[config.mk]
export PLATFORM = sky130hd
export DESIGN_NAME = dual_tuner_init_sequencer
export DESIGN_NICKNAME = d
export VERILOG_FILES = /design/src/sv/dtis_pkg.sv /design/src/sv/dual_tuner_init_sequencer.sv
export SDC_FILE = /design/constraint.sdc
export NUM_CORES = 1
export LEC_CHECK = 0
export BUFFER_PORTS_ARGS = -buffer_cell sky130_fd_sc_hd__buf_4
export CORE_MARGIN = 2
export CORE_UTILIZATION = 27
export CTS_CLUSTER_SIZE = 28
export DETAILED_ROUTE_END_ITERATION = 7
export GPL_ROUTABILITY_DRIVEN = 1
export PLACE_DENSITY = 0.4
export SLEW_MARGIN = 20
export SYNTH_ARGS = -nofsm -noshare
export SYNTH_HDL_FRONTEND = slang
export SYNTH_SLANG_ARGS = --single-unit
[constraint.sdc]
create_clock -name clk_i -period 7.2 [get_ports clk_i]
set_input_delay 0.36 -clock clk_i [delete_from_list [all_inputs] [get_ports clk_i]]
set_output_delay 0.36 -clock clk_i [all_outputs]
set_load 0.02 [all_outputs]
[src/sv/dtis_pkg.sv]
// Package for the dual tuner bring-up sequencer.
// Action codes, phase constants, control word type and the microcode ROM.
// No dependencies.
`timescale 1ns / 1ps

package dtis_pkg;

  typedef enum logic [2:0] {
    ACT_NONE        = 3'd0,
    ACT_CMD         = 3'd1,
    ACT_STATUS      = 3'd2,
    ACT_RST_ASSERT  = 3'd3,
    ACT_RST_RELEASE = 3'd4
  } action_e;

  typedef enum logic {
    ST_IDLE,
    ST_RUN
  } state_e;

  // byte source of one microcode step
  typedef enum logic [3:0] {
    SRC_CONST,
    SRC_FLAGS,
    SRC_TUNE_HI,
    SRC_TUNE_LO,
    SRC_SR_HI,
    SRC_SR_LO,
    SRC_RCF_HI,
    SRC_RCF_LO,
    SRC_RCP_HI,
    SRC_RCP_LO
  } src_e;

  typedef struct packed {
    logic       last;
    src_e       src;
    logic [7:0] lit;
  } uword_t;

  localparam int PcW = 5;

  localparam logic [3:0] PH_DOWN       = 4'd0;
  localparam logic [3:0] PH_INT_UPDATE = 4'd5;
  localparam logic [3:0] PH_INT_CLR    = 4'd6;
  localparam logic [3:0] PH_UP         = 4'd8;

  localparam logic [1:0] BP_DONE    = 2'd0;
  localparam logic [1:0] BP_CHECK   = 2'd1;
  localparam logic [1:0] BP_READING = 2'd2;

  localparam logic [2:0] CFG_TUNE_FREQ       = 3'd0;
  localparam logic [2:0] CFG_TUNE_MODE_FLAGS = 3'd1;
  localparam logic [2:0] CFG_SAMPLE_RATE     = 3'd2;
  localparam logic [2:0] CFG_REFCLK_FREQ     = 3'd3;
  localparam logic [2:0] CFG_REFCLK_PRESCALE = 3'd4;

  localparam logic [15:0] RST_TUNE_FREQ       = 16'd9370;
  localparam logic [7:0]  RST_TUNE_MODE_FLAGS = 8'd1;
  localparam logic [15:0] RST_SAMPLE_RATE     = 16'd48000;
  localparam logic [15:0] RST_REFCLK_FREQ     = 16'd32733;
  localparam logic [15:0] RST_REFCLK_PRESCALE = 16'd4143;

  // first program step of each command phase
  function automatic logic [PcW-1:0] ucode_entry(logic [3:0] ph);
    logic [PcW-1:0] pc;
    unique case (ph)
      4'd1:    pc = 5'd0;
      4'd2:    pc = 5'd3;
      4'd3:    pc = 5'd9;
      4'd4:    pc = 5'd15;
      4'd5:    pc = 5'd20;
      4'd6:    pc = 5'd21;
      4'd7:    pc = 5'd23;
      default: pc = 5'd0;
    endcase
    return pc;
  endfunction

  function automatic uword_t ucode_rom(logic [PcW-1:0] pc);
    uword_t w;
    unique case (pc)
      // power up
      5'd0:  w = '{1'b0, SRC_CONST, 8'h01};
      5'd1:  w = '{1'b0, SRC_CONST, 8'h00};
      5'd2:  w = '{1'b1, SRC_CONST, 8'hB5};
      // refclk freq property
      5'd3:  w = '{1'b0, SRC_CONST, 8'h12};
      5'd4:  w = '{1'b0, SRC_CONST, 8'h00};
      5'd5:  w = '{1'b0, SRC_CONST, 8'h02};
      5'd6:  w = '{1'b0, SRC_CONST, 8'h01};
      5'd7:  w = '{1'b0, SRC_RCF_HI, 8'h00};
      5'd8:  w = '{1'b1, SRC_RCF_LO, 8'h00};
      // refclk prescale property
      5'd9:  w = '{1'b0, SRC_CONST, 8'h12};
      5'd10: w = '{1'b0, SRC_CONST, 8'h00};
      5'd11: w = '{1'b0, SRC_CONST, 8'h02};
      5'd12: w = '{1'b0, SRC_CONST, 8'h02};
      5'd13: w = '{1'b0, SRC_RCP_HI, 8'h00};
      5'd14: w = '{1'b1, SRC_RCP_LO, 8'h00};
      // tune
      5'd15: w = '{1'b0, SRC_CONST, 8'h20};
      5'd16: w = '{1'b0, SRC_FLAGS, 8'h00};
      5'd17: w = '{1'b0, SRC_TUNE_HI, 8'h00};
      5'd18: w = '{1'b0, SRC_TUNE_LO, 8'h00};
      5'd19: w = '{1'b1, SRC_CONST, 8'h00};
      // interrupt update
      5'd20: w = '{1'b1, SRC_CONST, 8'h14};
      // interrupt clear
      5'd21: w = '{1'b0, SRC_CONST, 8'h22};
      5'd22: w = '{1'b1, SRC_CONST, 8'h01};
      // sample rate property
      5'd23: w = '{1'b0, SRC_CONST, 8'h12};
      5'd24: w = '{1'b0, SRC_CONST, 8'h00};
      5'd25: w = '{1'b0, SRC_CONST, 8'h01};
      5'd26: w = '{1'b0, SRC_CONST, 8'h04};
      5'd27: w = '{1'b0, SRC_SR_HI, 8'h00};
      5'd28: w = '{1'b1, SRC_SR_LO, 8'h00};
      default: w = '{1'b1, SRC_CONST, 8'h00};
    endcase
    return w;
  endfunction

endpackage

[src/sv/dual_tuner_init_sequencer.sv]
// Dual tuner bring-up sequencer, top level.
// Microcoded byte emitter over a dispatch on the tuner phase; uses dtis_pkg.
//
// channel | dir | handshake                | payload
// in      | in  | in_valid_i / in_stall_o  | req_type, bus_busy, power_on, reply_*
// out     | out | out_valid_o / out_stall_i| action, target_tuner, cmd_byte, last,
//         |     |                          | up_mask, all_ready
// cfg     | in  | cfg_valid_i / cfg_ready_o| cfg_index_i, cfg_data_i
//
// A single-result tick puts its result in the output register at acceptance. A
// command tick emits its command bytes (1 to 6) one ROM step per cycle while the
// output is not stalled, and holds the input stalled until its last byte.
// Reset is asynchronous, active low; no clearing pass. A stalled output holds
// the sequencer and the input side.
`timescale 1ns / 1ps

module dual_tuner_init_sequencer (
  input  logic       clk_i,
  input  logic       rst_ni,
  input  logic       in_valid_i,
  output logic       in_stall_o,
  input  logic       req_type_i,
  input  logic       bus_busy_i,
  input  logic       power_on_i,
  input  logic       reply_tuner_i,
  input  logic       reply_cts_i,
  input  logic       reply_stcint_i,
  output logic       out_valid_o,
  input  logic       out_stall_i,
  output logic [2:0] action_o,
  output logic       target_tuner_o,
  output logic [7:0] cmd_byte_o,
  output logic       last_o,
  output logic [1:0] up_mask_o,
  output logic       all_ready_o,
  input  logic       cfg_valid_i,
  output logic       cfg_ready_o,
  input  logic [2:0] cfg_index_i,
  input  logic [15:0] cfg_data_i
);

  dtis_pkg::state_e state_q, state_d;
  logic [dtis_pkg::PcW-1:0] pc_q, pc_d;
  logic [3:0] seq_q [2];
  logic [3:0] seq_d [2];
  logic [1:0] bus_q [2];
  logic [1:0] bus_d [2];
  logic       cur_q, cur_d;
  logic [1:0] cts_q, cts_d;
  logic [1:0] stc_q, stc_d;
  logic [1:0] up_q, up_d;
  logic       run_tgt_q, run_tgt_d;

  logic [15:0] tune_freq_q, sample_rate_q, refclk_freq_q, refclk_prescale_q;
  logic [7:0]  tune_flags_q;

  logic                 out_valid_q, out_valid_d;
  dtis_pkg::action_e    act_q, act_d;
  logic                 tgt_q, tgt_d;
  logic [7:0]           byte_q, byte_d;
  logic                 last_q, last_d;
  logic [1:0]           mask_q, mask_d;

  logic            out_free;
  logic            accept;
  logic            t;
  logic [3:0]      ph;
  dtis_pkg::uword_t uw;
  logic [7:0]      src_byte;

  assign cfg_ready_o = 1'b1;
  assign out_free    = !out_valid_q || !out_stall_i;
  assign in_stall_o  = (state_q != dtis_pkg::ST_IDLE) || !out_free;
  assign accept      = in_valid_i && !in_stall_o;
  assign t           = ~cur_q;
  assign ph          = (seq_q[t] > dtis_pkg::PH_UP) ? dtis_pkg::PH_DOWN : seq_q[t];
  assign uw          = dtis_pkg::ucode_rom(pc_q);

  always_comb begin
    unique case (uw.src)
      dtis_pkg::SRC_CONST:   src_byte = uw.lit;
      dtis_pkg::SRC_FLAGS:   src_byte = tune_flags_q;
      dtis_pkg::SRC_TUNE_HI: src_byte = tune_freq_q[15:8];
      dtis_pkg::SRC_TUNE_LO: src_byte = tune_freq_q[7:0];
      dtis_pkg::SRC_SR_HI:   src_byte = sample_rate_q[15:8];
      dtis_pkg::SRC_SR_LO:   src_byte = sample_rate_q[7:0];
      dtis_pkg::SRC_RCF_HI:  src_byte = refclk_freq_q[15:8];
      dtis_pkg::SRC_RCF_LO:  src_byte = refclk_freq_q[7:0];
      dtis_pkg::SRC_RCP_HI:  src_byte = refclk_prescale_q[15:8];
      dtis_pkg::SRC_RCP_LO:  src_byte = refclk_prescale_q[7:0];
      default:               src_byte = 8'h00;
    endcase
  end

  always_comb begin
    state_d     = state_q;
    pc_d        = pc_q;
    seq_d       = seq_q;
    bus_d       = bus_q;
    cur_d       = cur_q;
    cts_d       = cts_q;
    stc_d       = stc_q;
    up_d        = up_q;
    run_tgt_d   = run_tgt_q;
    out_valid_d = out_valid_q && out_stall_i;
    act_d       = act_q;
    tgt_d       = tgt_q;
    byte_d      = byte_q;
    last_d      = last_q;
    mask_d      = mask_q;

    unique case (state_q)
      dtis_pkg::ST_IDLE: begin
        if (accept) begin
          if (req_type_i) begin
            cts_d[reply_tuner_i] = reply_cts_i;
            stc_d[reply_tuner_i] = reply_stcint_i;
          end else if (!bus_busy_i) begin
            cur_d = t;
            if (bus_q[t] == dtis_pkg::BP_CHECK) begin
              bus_d[t]    = dtis_pkg::BP_READING;
              out_valid_d = 1'b1;
              act_d       = dtis_pkg::ACT_STATUS;
              tgt_d       = t;
              byte_d      = 8'h00;
              last_d      = 1'b1;
              mask_d      = up_q;
            end else if (bus_q[t] == dtis_pkg::BP_READING) begin
              bus_d[t] = cts_q[t] ? dtis_pkg::BP_DONE : dtis_pkg::BP_CHECK;
            end else begin
              bus_d[t] = dtis_pkg::BP_DONE;
              seq_d[t] = ph;
              if (ph == dtis_pkg::PH_UP) begin
                if (!power_on_i) begin
                  seq_d[t]    = dtis_pkg::PH_DOWN;
                  out_valid_d = 1'b1;
                  act_d       = dtis_pkg::ACT_RST_ASSERT;
                end
              end else if (ph == dtis_pkg::PH_DOWN) begin
                if (power_on_i) begin
                  seq_d[t]    = 4'd1;
                  out_valid_d = 1'b1;
                  act_d       = dtis_pkg::ACT_RST_RELEASE;
                end
              end else if (ph == dtis_pkg::PH_INT_CLR && !stc_q[t]) begin
                seq_d[t] = dtis_pkg::PH_INT_UPDATE;
              end else begin
                seq_d[t]  = ph + 4'd1;
                bus_d[t]  = dtis_pkg::BP_CHECK;
                pc_d      = dtis_pkg::ucode_entry(ph);
                run_tgt_d = t;
                state_d   = dtis_pkg::ST_RUN;
              end
              up_d[t] = (seq_d[t] == dtis_pkg::PH_UP);
              tgt_d   = t;
              byte_d  = 8'h00;
              last_d  = 1'b1;
              mask_d  = up_d;
            end
          end
        end
      end
      dtis_pkg::ST_RUN: begin
        if (out_free) begin
          out_valid_d = 1'b1;
          act_d       = dtis_pkg::ACT_CMD;
          tgt_d       = run_tgt_q;
          byte_d      = src_byte;
          last_d      = uw.last;
          mask_d      = up_q;
          pc_d        = pc_q + 1'b1;
          if (uw.last) begin
            state_d = dtis_pkg::ST_IDLE;
          end
        end
      end
      default: state_d = dtis_pkg::ST_IDLE;
    endcase
  end

  always_ff @(posedge clk_i or negedge rst_ni) begin
    if (!rst_ni) begin
      state_q     <= dtis_pkg::ST_IDLE;
      pc_q        <= '0;
      seq_q[0]    <= dtis_pkg::PH_DOWN;
      seq_q[1]    <= dtis_pkg::PH_DOWN;
      bus_q[0]    <= dtis_pkg::BP_DONE;
      bus_q[1]    <= dtis_pkg::BP_DONE;
      cur_q       <= 1'b1;
      cts_q       <= '0;
      stc_q       <= '0;
      up_q        <= '0;
      run_tgt_q   <= 1'b0;
      out_valid_q <= 1'b0;
    end else begin
      state_q     <= state_d;
      pc_q        <= pc_d;
      seq_q       <= seq_d;
      bus_q       <= bus_d;
      cur_q       <= cur_d;
      cts_q       <= cts_d;
      stc_q       <= stc_d;
      up_q        <= up_d;
      run_tgt_q   <= run_tgt_d;
      out_valid_q <= out_valid_d;
    end
  end

  always_ff @(posedge clk_i or negedge rst_ni) begin
    if (!rst_ni) begin
      tune_freq_q       <= dtis_pkg::RST_TUNE_FREQ;
      tune_flags_q      <= dtis_pkg::RST_TUNE_MODE_FLAGS;
      sample_rate_q     <= dtis_pkg::RST_SAMPLE_RATE;
      refclk_freq_q     <= dtis_pkg::RST_REFCLK_FREQ;
      refclk_prescale_q <= dtis_pkg::RST_REFCLK_PRESCALE;
    end else if (cfg_valid_i && cfg_ready_o) begin
      unique case (cfg_index_i)
        dtis_pkg::CFG_TUNE_FREQ:       tune_freq_q       <= cfg_data_i;
        dtis_pkg::CFG_TUNE_MODE_FLAGS: tune_flags_q      <= cfg_data_i[7:0];
        dtis_pkg::CFG_SAMPLE_RATE:     sample_rate_q     <= cfg_data_i;
        dtis_pkg::CFG_REFCLK_FREQ:     refclk_freq_q     <= cfg_data_i;
        dtis_pkg::CFG_REFCLK_PRESCALE: refclk_prescale_q <= cfg_data_i;
        default: ;
      endcase
    end
  end

  always_ff @(posedge clk_i) begin
    act_q  <= act_d;
    tgt_q  <= tgt_d;
    byte_q <= byte_d;
    last_q <= last_d;
    mask_q <= mask_d;
  end

  assign out_valid_o    = out_valid_q;
  assign action_o       = act_q;
  assign target_tuner_o = tgt_q;
  assign cmd_byte_o     = byte_q;
  assign last_o         = last_q;
  assign up_mask_o      = mask_q;
  assign all_ready_o    = (mask_q == 2'b11);

`ifndef SYNTHESIS
  a_run_pc_in_rom: assert property (@(posedge clk_i) disable iff (!rst_ni)
    (state_q == dtis_pkg::ST_RUN) |-> (pc_q <= 5'd28))
    else $error("microcode pc ran past the program");

  a_seq_in_range: assert property (@(posedge clk_i) disable iff (!rst_ni)
    (seq_q[0] <= dtis_pkg::PH_UP) && (seq_q[1] <= dtis_pkg::PH_UP))
    else $error("tuner phase out of range");

  a_bus_in_range: assert property (@(posedge clk_i) disable iff (!rst_ni)
    (bus_q[0] != 2'd3) && (bus_q[1] != 2'd3))
    else $error("bus phase out of range");

  a_single_is_last: assert property (@(posedge clk_i) disable iff (!rst_ni)
    (out_valid_q && (act_q != dtis_pkg::ACT_CMD)) |-> last_q)
    else $error("single-result item not marked last");

  a_cmd_run_target: assert property (@(posedge clk_i) disable iff (!rst_ni)
    (state_q == dtis_pkg::ST_RUN) |-> (run_tgt_q == cur_q))
    else $error("command bytes address the wrong tuner");
`endif

endmodule

### Word-level counts from Yosys, hierarchy flattened

Memory sizes are Yosys's and may differ from the RTL's.
Cells that the tools add are included.
W data, S select, Z words.

* register bits after elaboration: 114
* bits in latches: 0
* memory bits (writable): 0
* bits in read-only memories: 352
* bits of input ports: 30
* output and inout port bits: 19
* word-level logic and storage cells: 241
* memories kept: 1

Memories
* (name not given): depth 32, width 11, read ports 1, clocked after Yosys merged registers in 0, wr ports 0, line dtis_pkg.sv:82 `unique case (pc)`

* add/subtract/negate cells: 2
* $mul: 0
* divide/modulo/power cells: 0
* order comparisons: 7
* equality and inequality tests: 37
* shifts and indexed selects: 0
* mux-type cells: 118
* bitwise gates (word level): 26
* reductions and logical operators: 28

Operators with widths (number)
* $mux W8: 17
* $pmux W8 S10: 1
* $mux W4: 13
* $mux W5: 9
* $mux W1: 39
* $eq A4 B3 Y1 const B: 8
* $mux W3: 10
* $pmux W5 S6: 1
* $mux W2: 10
* $reduce_and A9 Y1: 2
* $bwmux W8: 2
* $eq A4 B2 Y1 const B: 4
* $eq A4 B4 Y1 const B: 4
* $ne A2 B2 Y1 const B: 8
* $pmux W8 S2: 1
* $ne A4 B4 Y1 const B: 3
* $pmux W5 S2: 1
* $reduce_and A2 Y1: 5
* $not A1 Y1: 9
* $and A4 B4 Y4: 2
* $and A8 B8 Y8: 1
* $logic_not A4 Y1: 2
* $not A4 Y4: 2
* $not A8 Y8: 1
* 39 further kinds: 63

### Depth between registers and ports, before layout

* depth in word-level cells: 29
* depth in mapped cells: 14
* depth with buffers taken out: 11

### Least setup slack after synthesis

Ideal clock, no wire load.

* path type: register to register
* from: register cur_q
* to: register act_q[0], in the netlist action_o[0], enable pin
* library setup time: 347 ps
* arrival: 3421 ps
* data required time: 6853 ps
* slack: 3432 ps
* stages on the path, launching flop included: 10
* buffers on the path: 4
* period minus slack after synthesis: 3768 ps
* cell sequence: dfstp_2 buf_2 clkbuf_1 clkbuf_1 buf_1 mux2i_1 inv_1 ha_1 o21ai_0 a21boi_0

* longest elaborated chain between the ends: 10
* elaborated cells between the ends (all ways): 19
* those cells by class: order compare: 1; eq/ne: 7; mux: 7; bitwise: 2; reduce/logical: 2

RTL lines
* start, declared: line dual_tuner_init_sequencer.sv:48 `logic cur_q, cur_d;`
* start signal, assigned: line dual_tuner_init_sequencer.sv:200 `cur_q <= cur_d;`
* $not A1 Y1 *: line dual_tuner_init_sequencer.sv:75 `assign t = ~cur_q;`
* $not A1 Y2 (not written as such) *: line dual_tuner_init_sequencer.sv:76, dual_tuner_init_sequencer.sv:120, dual_tuner_init_sequencer.sv:128
* $mux W4 (not written as such) (3 in a row): line dual_tuner_init_sequencer.sv:76 `assign ph = (seq_q[t] > dtis_pkg::PH_UP) ? dtis_pkg::PH_DOWN : seq_q[t];`
* $gt A4 B4 Y1: line dual_tuner_init_sequencer.sv:76
* $mux W4: line dual_tuner_init_sequencer.sv:76
* $eq A4 B4 Y1 or $logic_not A4 Y1 (tied branches): line dual_tuner_init_sequencer.sv:133, dual_tuner_init_sequencer.sv:139
* $ne A4 B4 Y1 (no source line)
* $reduce_and A8 Y1 (no source line) *
* end signal, assigned: line dual_tuner_init_sequencer.sv:229 `act_q <= act_d;`
* end, declared: line dual_tuner_init_sequencer.sv:58 `dtis_pkg::action_e act_q, act_d;`

Every way passes the cells marked *; elsewhere a longest branch is shown, timed or not. The select of a mux whose other input is x is not followed.
A chain may end at the register's enable or synchronous reset.

### Final worst setup path

* from: register cur_q
* to: register mask_q[1], in the netlist up_mask_o[1] (data pin)

* longest elaborated chain between the ends: 29
* elaborated cells between the ends (all ways): 61
* those cells by class: add/sub: 1; order compare: 5; eq/ne: 4; mux: 36; bitwise: 10; reduce/logical: 5

RTL lines
* $not A1 Y1: line dual_tuner_init_sequencer.sv:75
* $not A1 Y2 (not written as such)
* $mux W4 (not written as such) (3 in a row): line dual_tuner_init_sequencer.sv:76
* $gt A4 B4 Y1: line dual_tuner_init_sequencer.sv:76
* $mux W4: line dual_tuner_init_sequencer.sv:76
* $add A4 B1 Y4, or another cell as far along: line dual_tuner_init_sequencer.sv:148 `seq_d[t] = ph + 4'd1;`
* $bwmux W8, or another cell as far along: line dual_tuner_init_sequencer.sv:148
* $mux W8, on equally long branches: line dual_tuner_init_sequencer.sv:145, dual_tuner_init_sequencer.sv:140
* [12 not listed]
* $bwmux W2: line dual_tuner_init_sequencer.sv:154 `up_d[t] = (seq_d[t] == dtis_pkg::PH_UP);`
* $mux W2: line dual_tuner_init_sequencer.sv:128 `end else if (bus_q[t] == dtis_pkg::BP_READING) begin`
* $mux W2 *: line dual_tuner_init_sequencer.sv:120 `if (bus_q[t] == dtis_pkg::BP_CHECK) begin`
* $mux W2 *: line dual_tuner_init_sequencer.sv:118 `end else if (!bus_busy_i) begin`
* $mux W2 *: line dual_tuner_init_sequencer.sv:115 `if (req_type_i) begin`
* $mux W2 *: line dual_tuner_init_sequencer.sv:114 `if (accept) begin`
* $pmux W2 S2 *: line dual_tuner_init_sequencer.sv:112 `unique case (state_q)`
* named net mask_d[1]: line dual_tuner_init_sequencer.sv:62 `logic [1:0] mask_q, mask_d;`
* end signal, assigned: line dual_tuner_init_sequencer.sv:233 `mask_q <= mask_d;`
* end, declared: line dual_tuner_init_sequencer.sv:62

Mark *: on every way through the listed nets, which the timed path passes. The rest lies on a longest branch. The select of a mux whose other input is x is not followed.

==> results.sh <==
export IMPL_status="completed"
export IMPL_vias=4865
export IMPL_synth_top_area_share_pct=25.9
export IMPL_min_delay_path_depth=2
export IMPL_diodes=0
export IMPL_combPwrFrac_pct=40.5
export IMPL_dr_pass1_iters=5
export IMPL_grt_max_degree=85
export IMPL_maxCapViolCount=0
export IMPL_fin_skew_ns=0.00803
export IMPL_finalSetupTns_ns=0
export IMPL_cts_made_buffers=17
export IMPL_setup_viol=0
export IMPL_p_leak_uw=0.00308
export IMPL_root_buffer="clkbuf_16"
export IMPL_yosysWarnings=0
export IMPL_relSlewSlack_pct=28.5
export IMPL_grt_usage_pct=15.7
export IMPL_synth_nets=634
export IMPL_cp_max_fo=35
export IMPL_ys_flop_type="dfrtp_1"
export IMPL_htreeDepth=4
export IMPL_tritoncts="yes"
export IMPL_clk_latency_ns=0.42
export IMPL_areaGrowthSynthToFinish_pct=19.8
export IMPL_netlist_instances=592
export IMPL_hold_violations=0
export IMPL_synth_top_area_cell="dfrtp_1"
export IMPL_grt_pass1_vias=4963
export IMPL_port_buffers=47
export IMPL_crit_required_ns=7.37
export IMPL_slew_violations=0
export IMPL_start_util_pct=27.6
export IMPL_via_per_inst=5.09
export IMPL_cts_sinks=114
export IMPL_drt_iter0_markers=285
export IMPL_synthTopCellsByCount="78 x mux2_2, 76 x nand2_1, 65 x dfrtp_1"
export IMPL_regToRegEndpoint="up_mask_o[1]$_DFFE_PP_"
export IMPL_seq_power_share_pct=34.5
export IMPL_ys_seq_area_share_pct=47.3
export IMPL_crit_path_end_kind="register"
export IMPL_hold_path_endpoint="cts_q[1]$_DFFE_PN0P_"
export IMPL_antenna_found_initial=0
export IMPL_globalRoute_totalOverflow=0
export IMPL_avgSynthCellArea_sq_um=10.6
export IMPL_finalCritPeriodShare_pct=50.4
export IMPL_yosysUniqueCellTypes=73
export IMPL_worst_pin_slew_ns=1.07
export IMPL_dieHeight_um=157
export IMPL_placedInstanceArea_sq_mm=0.00695
export IMPL_utilization_pct=33.0
export IMPL_gp_congestion=0.864
export IMPL_drc_errors=0
export IMPL_worstSetupPathType="reg -> reg"
export IMPL_rsz0062_at_grt="false"
export IMPL_r2r_cells=8
export IMPL_clkPwrFrac_pct=25.0
export IMPL_ioPinCount=49
export IMPL_max_freq_ghz=0.276
export IMPL_syn_area_sq_mm=0.00628
export IMPL_postLayoutCellArea_sq_mm=0.00753
export IMPL_power_density_mw_per_mm2=429
export IMPL_wl_mm=18.2
export IMPL_die_w_um=157
export IMPL_synth_edf_count=15
export IMPL_period_minus_slack_ns=3.63
export IMPL_reg2reg_slack_ns=3.57
export IMPL_wire_per_inst_um=19.0
export IMPL_antenna_left=0
export IMPL_clkTransAtPathRegs_ns=0.06
export IMPL_post_cts_resize_count=0
export IMPL_min_from="reply_cts_i"
export IMPL_fin_nets=672
export IMPL_fp_row_count=55
export IMPL_synthArstFlopShare_pct=86.8
export IMPL_dp_hpwl_mm=12.7
export IMPL_synth_most_common_cell="mux2_2"
export IMPL_p_int_uw=1880
export IMPL_synth_top_cells_by_area="dfrtp_1 26%, dfstp_2 14%, mux2_2 14%"
export IMPL_coreArea_sq_mm=0.0228
export IMPL_cp_start_kind="register"
export IMPL_p_sw_uw=1340
export IMPL_ir_drop_mv=0.166
export IMPL_die_area_sq_mm=0.0245
export IMPL_hp_class="in -> reg"
export IMPL_clock_path_buffers=2
export IMPL_arrival_ns=3.80
export IMPL_rr_startpoint="cur_q$_DFFE_PN1P_"
export IMPL_n_fill_cell=2319
export IMPL_synth_seq_cells=114
export IMPL_p_sw_share_pct=41.7
export IMPL_grt_pass1_wl_mm=29.3
export IMPL_drive_above_1_share_pct=33.1
-- kinds of logic after synthesis --
family	after synthesis	synth area share [%]
and+or+nand+nor	172	14.2
AOI/OAI and AO/OA	144	15.4
DFF	114	47.3
muxes	96	17.1
buffers and inverters	51	3.34
adders and majority gates	12	2.39
xor gates and xnor gates	2	0.279
other	1	0.0597
-- placed cells by master, fill, tap and decap left out, types with 3 or more instances in the layout --
master / n
o22ai_1: 5
a21oi_1: 28
a32o_1: 3
nor3_1: 5
inv_8: 3
nand3b_1: 3
and3_1: 5
a22oi_1: 8
a32oi_1: 6
a211oi_1: 4
a221o_1: 3
edfxtp_1: 15
clkbuf_16: 17
mux2_2: 78
nand2b_1: 11
buf_4: 52
nand4_1: 4
inv_1: 15
nand3_1: 11
mux2i_1: 16
inv_6: 6
clkinv_4: 4
a221oi_1: 4
nor2_1: 20
o21ai_0: 32
o31ai_1: 4
dfrtp_1: 65
a22o_1: 4
a31oi_1: 11
and2_1: 7
dfstp_2: 34
ha_1: 12
a21o_1: 6
nor2b_1: 8
nand2_1: 76
-- power by group through the flow --
stage               Sequential (uW)  Clock (uW)  Combinational (uW)
floorplan                      1010           0                 984
global placement               1120           0                1300
detailed placement             1120           0                1300
CTS                            1110         828                1310
global route                   1150         859                1440
finish                         1110         805                1310
-- sequential cells by signal, indices dropped and copies added (netlist names), 2 cells and up, named ones only --
name and flops:
action_o 3, bus_q 2, cmd_byte_o 8, cts_q 2, pc_q 5, refclk_freq_q 16
refclk_prescale_q 16, sample_rate_q 16, seq_q 8, stc_q 2, tune_flags_q 8, tune_freq_q 16
up_mask_o 2, up_q 2
-- metrics by stage --
step                      hold WS (ns)  setup WS [ns]  cells  power [uW]
after floorplan                 0.0644           3.43    592        2000
after global placement           0.242           3.72    923        2420
after detailed placement         0.243           3.63    923        2420
after CTS                        0.169           3.62    956        3250
after global routing             0.178           3.34    956        3450
final                            0.184           3.57    956        3230
-- layer usage --
layer / up-vias / track usage, % / share of wire, %
li1: 2270 / - / -
met1: 2437 / 22.7 / 48
met2: 134 / 23.8 / 46
met3: 24 / 2.35 / 3.9
met4: 0 / 5.68 / 1.8
met5: - / 0 / 0
-- what timing repair did --
action | CTS | global route
setup buffers | 0 | 0
hold endpoints to repair | 15 | 0
hold buffers | 1 | 0
-- layout make-up --
class	count	area, sq um	share of cell area [%]
repair buffers	54	412	5.47
well taps	313	392	5.20
multi-input cells	427	3130	41.6
clock inverters	15	136	1.81
clock buffers	17	425	5.65
inverters	16	60.1	0.798
flip-flops and latches	114	2970	39.5
-- worst max-delay path, cell delays in order (launching register included) --
cell     delay (ns)
dfstp_2        0.95
nor3_1         0.17
nor2_1         0.24
ha_1           0.66
or4b_1         0.56
o211a_1        0.16
a21oi_1        0.26
nor4_2         0.07
mux2_2         0.28
-- how the worst max path moves through the flow --
stage / startpoint / end / slack, ns / cells past startpoint
after CTS: cur_q$_DFFE_PN1P_ / up_mask_o[1]$_DFFE_PP_ / 3.62 / 8
after global routing: cur_q$_DFFE_PN1P_ / up_mask_o[1]$_DFFE_PP_ / 3.34 / 8
after floorplan: cur_q$_DFFE_PN1P_ / action_o[0]$_SDFFCE_PP1P_ / 3.43 / 9
after detailed placement: cur_q$_DFFE_PN1P_ / up_mask_o[1]$_DFFE_PP_ / 3.63 / 8
after global placement: cur_q$_DFFE_PN1P_ / up_mask_o[1]$_DFFE_PP_ / 3.72 / 8
final: cur_q$_DFFE_PN1P_ / up_mask_o[1]$_DFFE_PP_ / 3.57 / 8
(Power assumes the default switching activity.)
